<file path="config.mk">
export PLATFORM = sky130hd
export DESIGN_NAME = epct_cell
export DESIGN_NICKNAME = d
export VERILOG_FILES = /design/src/design/event_pair_correlation_table_core_macros.svh /design/src/design/epct_pkg.sv /design/src/design/epct_cell.sv
export SDC_FILE = /design/constraint.sdc
export NUM_CORES = 1
export LEC_CHECK = 0
export BUFFER_PORTS_ARGS = -buffer_cell sky130_fd_sc_hd__buf_2
export CAP_MARGIN = 20
export CORE_AREA = 2 2 479 481
export DETAILED_ROUTE_END_ITERATION = 10
export DIE_AREA = 0 0 481 483
export HOLD_SLACK_MARGIN = 0.08
export PLACE_DENSITY_LB_ADDON = 0.15
export SYNTH_ARGS = -nofsm -noshare
export SYNTH_HDL_FRONTEND = slang
export SYNTH_SLANG_ARGS = --single-unit
</file>
<file path="constraint.sdc">
create_clock -name clk_i -period 6.1 [get_ports clk_i]
set_input_delay 0.915 -clock clk_i [delete_from_list [all_inputs] [get_ports clk_i]]
set_output_delay 0.915 -clock clk_i [all_outputs]
set_load 0.01 [all_outputs]
</file>
<file path="src/design/event_pair_correlation_table_core_macros.svh">
// assertion macros for the event pair correlation table
`ifndef EVENT_PAIR_CORRELATION_TABLE_CORE_MACROS_SVH
`define EVENT_PAIR_CORRELATION_TABLE_CORE_MACROS_SVH

// same-cycle implication
`define EPCT_ASSERT_NOW(lbl, ante, cons) \
  lbl: assert property (@(posedge clk_i) disable iff (!rst_ni) (ante) |-> (cons)) \
    else $error("epct assertion failed");

// next-cycle implication
`define EPCT_ASSERT_NEXT(lbl, ante, cons) \
  lbl: assert property (@(posedge clk_i) disable iff (!rst_ni) (ante) |=> (cons)) \
    else $error("epct assertion failed");

`endif

</file>
<file path="src/design/epct_pkg.sv">
// shared types, constants and helpers of the event pair correlation table
package epct_pkg;

  localparam int ENTRIES   = 256;
  localparam int IDX_W     = $clog2(ENTRIES);
  localparam int ID_BITS   = 32;
  localparam int TIME_BITS = 48;
  localparam int WIN_W     = 40;
  localparam int MASK_W    = 32;

  localparam logic [5:0] MK_REMOTE  = 6'h01;
  localparam logic [5:0] MK_OUTSIDE = 6'h02;
  localparam logic [5:0] MK_NIEXEC  = 6'h04;
  localparam logic [5:0] MK_MEM     = 6'h08;
  localparam logic [5:0] MK_CTX     = 6'h10;
  localparam logic [5:0] MK_DUP     = 6'h20;

  typedef enum logic [2:0] {
    CFG_ENABLE   = 3'd0,
    CFG_WINDOW   = 3'd1,
    CFG_COOLDOWN = 3'd2,
    CFG_CTX_MASK = 3'd3,
    CFG_MEM_MASK = 3'd4,
    CFG_DUP_MASK = 3'd5
  } cfg_idx_e;

  typedef struct packed {
    logic [5:0]           marks;
    logic [31:0]          flags;
    logic [31:0]          access;
    logic [31:0]          age;
    logic [TIME_BITS-1:0] first;
    logic [TIME_BITS-1:0] last;
    logic [TIME_BITS-1:0] lmed;
    logic [TIME_BITS-1:0] lstr;
  } entry_t;

  typedef struct packed {
    logic                 live;
    logic                 done;
    logic                 hit;
    logic                 have;
    logic [IDX_W-1:0]     pick;
    logic [TIME_BITS-1:0] oldest;
    entry_t               ent;
  } carry_t;

  typedef struct packed {
    logic [ID_BITS-1:0]   actor;
    logic [ID_BITS-1:0]   target;
    logic [TIME_BITS-1:0] now;
    logic [WIN_W:0]       stale;
  } query_t;

  typedef struct packed {
    logic                 en;
    logic [IDX_W-1:0]     idx;
    logic [ID_BITS-1:0]   actor;
    logic [ID_BITS-1:0]   target;
    entry_t               ent;
  } wr_t;

  function automatic logic [TIME_BITS-1:0] since(input logic [TIME_BITS-1:0] now,
                                                  input logic [TIME_BITS-1:0] then_t);
    since = (now > then_t) ? (now - then_t) : '0;
  endfunction

endpackage

</file>
<file path="src/design/epct_cell.sv">
// one table entry with its stage of the lookup chain
module epct_cell import epct_pkg::*; (
  input  logic             clk_i,
  input  logic             rst_ni,
  input  logic [IDX_W-1:0] idx_i,
  input  query_t           query_i,
  input  wr_t              wr_i,
  input  carry_t           carry_i,
  output carry_t           carry_o
);

  logic               valid_q;
  logic [ID_BITS-1:0] actor_q, target_q;
  entry_t             ent_q;
  carry_t             carry_d, carry_q;
  logic               match, stale;

  assign match = (actor_q == query_i.actor) && (target_q == query_i.target);
  assign stale = since(query_i.now, ent_q.last) >
                 {{(TIME_BITS-WIN_W-1){1'b0}}, query_i.stale};

  always_comb begin
    carry_d = carry_i;
    if (carry_i.live && !carry_i.done) begin
      if (!valid_q) begin
        carry_d.done = 1'b1;
        carry_d.hit  = 1'b0;
        carry_d.pick = idx_i;
      end else if (match) begin
        carry_d.done = 1'b1;
        carry_d.hit  = 1'b1;
        carry_d.pick = idx_i;
        carry_d.ent  = ent_q;
      end else if (stale) begin
        carry_d.done = 1'b1;
        carry_d.hit  = 1'b0;
        carry_d.pick = idx_i;
      end else if (!carry_i.have || (ent_q.last < carry_i.oldest)) begin
        carry_d.have   = 1'b1;
        carry_d.oldest = ent_q.last;
        carry_d.pick   = idx_i;
      end
    end
  end

  always_ff @(posedge clk_i or negedge rst_ni) begin
    if (!rst_ni) begin
      carry_q <= '0;
      valid_q <= 1'b0;
    end else begin
      carry_q <= carry_d;
      if (wr_i.en && (wr_i.idx == idx_i)) begin
        valid_q <= 1'b1;
      end
    end
  end

  always_ff @(posedge clk_i) begin
    if (wr_i.en && (wr_i.idx == idx_i)) begin
      actor_q  <= wr_i.actor;
      target_q <= wr_i.target;
      ent_q    <= wr_i.ent;
    end
  end

  assign carry_o = carry_q;

endmodule

</file>
---- Yosys cells after proc, flatten, opt, wreduce, memory -nomap -nowiden ----
Index checks and enable logic that the tools add are counted.
word-level totals
  RAM bits ................................ 0
  register bits after elaboration ......... 713
  ROM bits ................................ 0
  memories kept ........................... 0
  logic and storage cells ................. 54
  bits in latches ......................... 0
  output and inout bits ................... 354
cells by class
  reductions and logical operators ........ 6
  $lt $le $gt $ge ......................... 3
  shifts and indexed selects .............. 0
  add/sub/neg operators ................... 1
  multiply operators ...................... 0
  multiplexer cells ....................... 16
  equality and inequality tests ........... 3
  bitwise gates (word level) .............. 0
  div/mod/pow operators ................... 0
operator list
  operator                                  number
  two-way mux 353 bit                       1
  two-way mux 342 bit                       1
  two-way mux 294 bit                       1
  two-way mux 48 bit                        3
  == test 32 bit                            2
  two-way mux 57 bit                        1
  greater-than comparator 48 x 41 -> 1 bit  1
  greater-than comparator 48 bit            1
  < comparator 48 bit                       1
  subtractor 48 bit                         1
  two-way mux 8 bit                         3
  == test 8 bit                             1
  two-way mux 2 bit                         3
  logical AND 1 bit                         3
  two-way mux 1 bit                         3
  logical NOT 1 bit                         2
  logical OR 1 bit                          1

---- Depth between registers and ports, before layout ----
Gate-level depths: netlist (run 1).
  word-level depth ........................ 7
  gate-level depth with buffers ........... 27
  gate-level depth less buffers ........... 25

---- Worst setup path after synthesis (run 1) ----
No wires, ideal clock.
  path kind ............................... input -> register
  start ................................... input port idx_i[4]
  end ..................................... register valid_q
  slack ................................... -31.800 ns
  cell stages on the path ................. 5
  path buffers ............................ 0
  data arrival time ....................... 37.692 ns
  cell sequence ........................... xor2_1 nor4_1 nand3_1 nor4_1 or2_2
between the ends
  word-level cells in the longest chain between the ends .. 2
RTL lines
  item                  line             text
  from (decl)           epct_cell.sv:5   input logic [IDX_W-1:0] idx_i,
  == test 8 bit         epct_cell.sv:52  if (wr_i.en && (wr_i.idx == idx_i)) begin
  logical AND 1 bit     epct_cell.sv:52
  to (signal assigned)  epct_cell.sv:49  valid_q <= 1'b0;
  to (signal assigned)  epct_cell.sv:53  valid_q <= 1'b1;
  to (decl)             epct_cell.sv:12  logic valid_q;
No other way between the ends.
A chain may end at the register's enable or synchronous reset.

==> results.cfg, run 1 <==
[status]
status = complete, no violations

[setup_path]
path_common_cell = buf_4
crit_start = ent_q[131]
worst-path-stages = 29
startpoint_type = flip-flop
r2r-end = carry_o[294]
cpLargestDelayFamily = compound AO/OA/AOI/OAI gates
r2r_slack_ns = 0.27
r2r_start = ent_q[131]
reg2regPathDepth = 29
crit_type = reg2reg
cp-endpoint = carry_o[294]
end_kind = flip-flop
crit_fanout = 8
critPathRequiredTime_ns = 6.66
arrival_ns = 6.40
cp_slowest_cell = or4_4
path_buf_inv = 10
slowest_delay_ns = 0.49

[synthesis]
synthAdderAreaFrac = 0.0572
seq_area_frac_synth = 0.652
syn-cell-area_sq_um = 30100
synth_top_area_cell = edfxtp_1
synthTopCellsByArea = edfxtp_1, dfrtp_1, mux2_2
synth-seq-cells = 713
syn-num-nets = 3087
synth_top_area_share = 0.357
synth.area.mux_share = 0.127
syn_area_per_cell_sq_um = 14.6
synth-compound-area-share = 0.0586
synth_xor_area_frac = 0.0323
synth_async_sr_flop_share = 0.498
netlist_instances = 2066
synthFlopType = edfxtp_1
synth-simple-area-share = 0.0457
synth_edf_count = 358
synthDistinctLibCells = 67
synth_top_family_by_area = multiplexers
synth_warnings = 0

[cts]
path_clk_slew_ns = 0.06
insertion_delay_ns = 0.75
clock-sinks = 713
hold_buffers = 0
htreeDepth = 3
numCtsBuffers = 94
cts_tree = yes
clock-root-buffer = clkbuf_16
cts_max_path_buffers = 3

[cells_and_area]
drive_gt1_frac = 0.570
layout_common_cells = buf_2, edfxtp_1, dfrtp_1, mux2_2, buf_4
fill_cells = 25000
multi_input_area_sq_um = 10400
ff_latch_area_sq_um = 19600
layout_commonest_cell = buf_2
area_delta_synth_final_pct = 54.9
postLayoutCoreUtil = 0.206
fin_nets = 4669

[pwr]
power_density_nw_per_um2 = 270
total_power_w = 0.0126
p_leak_nw = 20.2
ir_drop_uv = 202

[min_path]
hp-class = in2async

[timing]
fmax_ghz = 0.171
finClkSkew_ns = 0.0794
fin_crit_ns = 5.83
slew_viol_final = 0
slew_headroom = 0.258
rsz0062_at_grt = yes
final-hold-violation-count = 0
finalCritPeriodShare = 0.956
hold_slack_ns = 0.225
final-setup-viol-count = 0
tightest_slew_ns = 1.11

[place]
place_hpwl_um = 144000
finalWeightedCongestion = 0.860
port_buffers = 1237

[global_route]
grt_use_total = 0.146
overflow = 0
antenna_found_initial = 187
grt_pass1_wl_um = 229000
grt_max_degree = 134
grt_pass1_vias = 25500

[route]
drt-initial-drc-count = 1154
antenna_left = 0
avgViaCountPerCell = 3.54
num_vias = 24000
totalWireLength_um = 175000
drc = 0
drtPass1Iterations = 7
post_drt_wl_per_cell_um = 25.9

[die]
die_area_sq_um = 232000
die_h_um = 483
die_x_um = 481
core_area_sq_um = 227000
row_count = 175
start_util = 0.133
num_io_pins = 1238

[run]
drv_cap = 0
## sequential cells by signal (all words and copies together) (netlist names)
register,cells
carry_o,354
target_q,32
ent_q,294
actor_q,32
valid_q,1
## timing repair
item	CTS	global route
gates cloned	3	2
endpoints found under the setup margin	46	56
pin swaps	25	58
hold endpoints to repair	0	0
gates resized for setup	82	96
setup buffers	15	14
## logic make-up after synthesis
group / Yosys count
adder cells (fa/ha/maj): 137
buffers and inverters: 212
XOR/XNOR: 111
flip-flops: 713
multiplexers: 344
AND/OR/NAND/NOR: 278
AO/OA/AOI/OAI: 271
## routing by layer
metal  wire, um  track usage  up-vias  part of all wire
met3      13800       0.0536      412             0.078
met5        536            0        -            0.0031
met1      69400        0.168    11600              0.40
met4       4670       0.0296       80             0.027
li1           -            -    10700                 -
met2      87100        0.257     1086              0.50
## Yosys cell counts, types with 3 or more instances
cell type    n
xor2_1      89
and4_1       7
o21bai_1     7
nor3_1      15
mux2i_1     48
a221oi_1     4
nand2_1     71
o31a_1       3
a21o_1      36
mux2_2     295
nand3_1     14
ha_1       136
o211ai_1    24
a2bb2oi_1    8
o21ai_0     47
buf_2        4
clkbuf_1    53
a31oi_1      9
and2_1       5
o21a_1      10
or3_1        5
nor2_1      73
nand4_1     29
and3_1       7
or2_2        4
inv_1      148
a221o_1      5
a21oi_1     79
xnor2_1     22
nor2b_1      8
nor4_1      26
dfrtp_1    355
nand2b_1     7
edfxtp_1   358
o21ai_1      4
a211oi_1     8
a211o_1      5
## how the worst min path moves through the flow
stage | from | to | slack, ns | cells past startpoint
final | rst_ni | carry_o[104] | 0.22 | 1
after detailed placement | ent_q[42] | carry_o[42] | 0.46 | 1
after floorplan | ent_q[0] | carry_o[0] | 0.45 | 1
after CTS | rst_ni | carry_o[310] | 0.19 | 1
after global routing | rst_ni | carry_o[115] | 0.20 | 1
after global placement | ent_q[243] | carry_o[243] | 0.46 | 1
## report_power, final
group	total, W	internal, W	leakage (nW)	switching, W
sequential	0.00524	0.00519	7.35	0.0000437
clock	0.00598	0.00350	1.60	0.00248
combinational	0.00137	0.000655	11.2	0.000710
## final cells by class
| class | instances | area share |
|---|---|---|
| sequential | 713 | 0.421 |
| inverter | 148 | 0.0120 |
| tap | 3009 | 0.0807 |
| antenna | 39 | 0.00209 |
| clock inverter | 41 | 0.0126 |
| timing repair buffer | 1550 | 0.192 |
| clock buffer | 134 | 0.0580 |
| multi-input combinational | 1141 | 0.222 |
## through the flow
step / setup TNS, ns / instance area (sq um) / std cells / setup slack (ns)
final: 0 / 46600 / 6775 / 0.268
after global routing: -1.48 / 46600 / 6748 / -0.0792
after CTS: 0 / 46000 / 6720 / 0.00191
after detailed placement: -33.23 / 42200 / 6527 / -0.672
after global placement: -31.72 / 42200 / 6527 / -0.626
after floorplan: -2549.16 / 30100 / 2066 / -7.35
(Power assumes the default switching activity.)
==> run 2: changes to the inputs <==
--- a/config.mk
+++ b/config.mk
@@ -7,9 +7,11 @@
 export LEC_CHECK = 0
 export BUFFER_PORTS_ARGS = -buffer_cell sky130_fd_sc_hd__buf_2
 export CAP_MARGIN = 20
-export CORE_AREA = 2 2 479 481
+export CELL_PAD_IN_SITES_DETAIL_PLACEMENT = 1
+export CELL_PAD_IN_SITES_GLOBAL_PLACEMENT = 2
+export CORE_AREA = 2 2 489 491
 export DETAILED_ROUTE_END_ITERATION = 10
-export DIE_AREA = 0 0 481 483
+export DIE_AREA = 0 0 491 493
 export HOLD_SLACK_MARGIN = 0.08
 export PLACE_DENSITY_LB_ADDON = 0.15
 export SYNTH_ARGS = -nofsm -noshare
==> run 2 against run 1 <==
Effect of this change: largest cell class unchanged; hold slack worse by 0.059 ns; die area is 4.2% higher; non-clock buffer count is 16 higher; global-route usage is 0.28 points higher; flip-flop and latch count stayed put; combinational power hardly changed; power is 0.39% lower; cell count is 2.4% higher; via count is 1.5% higher; maximum frequency is 3.0% lower.
==> results.cfg, run 2 (synthesis results as in run 1) <==
[setup_path]
r2r_slack_ns = 0.09
cp_slowest_cell = or4_4
path_common_cell = buf_12
path_buf_inv = 9
arrival_ns = 6.61
startpoint_type = flip-flop
critPathRequiredTime_ns = 6.69
crit_fanout = 5
slowest_delay_ns = 0.50
end_kind = flip-flop
cpLargestDelayFamily = compound AO/OA/AOI/OAI gates
crit_type = reg2reg

[global_route]
grt_max_degree = 115
grt_pass1_vias = 26700
grt_use_total = 0.149
overflow = 0
antenna_found_initial = 249
grt_pass1_wl_um = 245000

[cts]
cts_max_path_buffers = 3
clock-sinks = 713
path_clk_slew_ns = 0.07
insertion_delay_ns = 0.79
clock-root-buffer = clkbuf_16
numCtsBuffers = 96
htreeDepth = 3
cts_tree = yes

[pwr]
combPwrFrac = 0.111
ir_drop_uv = 206
switching_share = 0.262
seqPwrFrac = 0.418
power_density_nw_per_um2 = 267
p_leak_nw = 20.2
p_int_w = 0.00924
p_clk_frac = 0.472
total_power_w = 0.0125
power_switching_w = 0.00329

[cells_and_area]
largest_reg_flops = 354
area_delta_synth_final_pct = 55.7
fill_cells = 27000
layout_common_cells = buf_2, edfxtp_1, dfrtp_1, mux2_2, buf_4
postLayoutCoreUtil = 0.198
layout_commonest_cell = buf_2
drive_gt1_frac = 0.568
fin_nets = 4687
stdcell_count = 6940

[route]
drtPass1Iterations = 4
drt-initial-drc-count = 1029
drc = 0
post_drt_wl_per_cell_um = 26.7
avgViaCountPerCell = 3.51
antenna_left = 0
num_vias = 24300
totalWireLength_um = 185000

[die]
die_h_um = 493
num_io_pins = 1238
core_area_sq_um = 237000
die_x_um = 491
die_area_sq_um = 242000
start_util = 0.127
row_count = 179

[place]
dp_slack_ns = -1.06
place_hpwl_um = 153000
dp.cells = 6701
port_buffers = 1237
finalWeightedCongestion = 0.828

[timing]
slew_viol_final = 0
tightest_slew_ns = 1.11
fmax_ghz = 0.166
rsz0062_at_grt = yes
fin_crit_ns = 6.01
finClkSkew_ns = 0.0985
finalCritPeriodShare = 0.985
slew_headroom = 0.250
final-hold-violation-count = 0
final-setup-viol-count = 0
fin_ws_ns = 0.0885

[min_path]
hp-class = in2async

[run]
drv_cap = 0

[status]
status = complete, no violations
==> run 2: changes by cell type in the layout (fill, tap and decap cells not counted), sizes merged <==
cell and delta:
clkbuf +3, clkinvlp -1, buf +16, diode -15
clkinv +10, bufinv -4, inv -2
==> run 2: worst paths after layout <==
| path | start | endpoint | cells past startpoint |
|---|---|---|---|
| max in group asynchronous | rst_ni | carry_o[14] | 2 |
| worst max-delay path | ent_q[135] | carry_o[294] | 29 |
| worst max register to register | ent_q[135] | carry_o[294] | 29 |
| worst min register to register | ent_q[248] | carry_o[248] | 1 |
| worst min-delay path | rst_ni | carry_o[99] | 1 |
| min in group clk_i | wr_i[168] | ent_q[168] | 1 |
==> run 2: what timing repair did <==
action | 4_1_cts | 5_1_grt
setup buffers | 29 | 7
pin swaps | 36 | 38
hold buffers | 0 | 0
cloned | 3 | 2
resized for setup | 109 | 62
setup endpoints to repair | 58 | 56
==> run 2: routing by layer <==
layer	part of all wire	global-route usage	wire length, um
met5	0.0043	0	791
met4	0.025	0.0266	4660
met3	0.085	0.0601	15800
met2	0.50	0.270	93600
met1	0.38	0.164	70600
==> run 2: layout make-up <==
type                       instances  area [sq um]  share of cell area
multi-input combinational       1141         10300               0.220
timing repair buffer            1566          9090               0.194
inverter                         148           558              0.0119
sequential                       713         19600               0.419
clock buffer                     137          2760              0.0588
antenna                           24          60.1             0.00128
tap                             3167          3960              0.0845
clock inverter                    44           515              0.0110
==> run 2: stage by stage <==
stage	cell area, sq um	TNS, ns	hold slack (ns)
global route	46800	-10.78	0.176
floorplan	30100	-2549.16	0.454
global placement	42500	-50.38	0.455
CTS	46500	-1.13	0.145
detailed placement	42500	-53.22	0.462
finish	46900	0	0.165
==> run 2: power by group through the flow <==
stage	clock network (W)	registers, W	logic, W
2_1_floorplan	0	0.00539	0.000392
3_3_place_gp	0	0.00533	0.00134
3_5_place_dp	0	0.00533	0.00135
4_1_cts	0.00619	0.00524	0.00141
5_1_grt	0.00633	0.00525	0.00153
6_report	0.00591	0.00524	0.00139
==> run 2: worst reg2reg max path: cells and delay by family, from the launching register on <==
| family | cells | cell delay, ns |
|---|---|---|
| buffers and inverters | 9 | 1.25 |
| adders and majority gates | 2 | 0.51 |
| muxes | 1 | 0.30 |
| AOI/OAI and AO/OA | 9 | 1.71 |
| DFF | 1 | 0.44 |
| and+or+nand+nor | 8 | 1.68 |
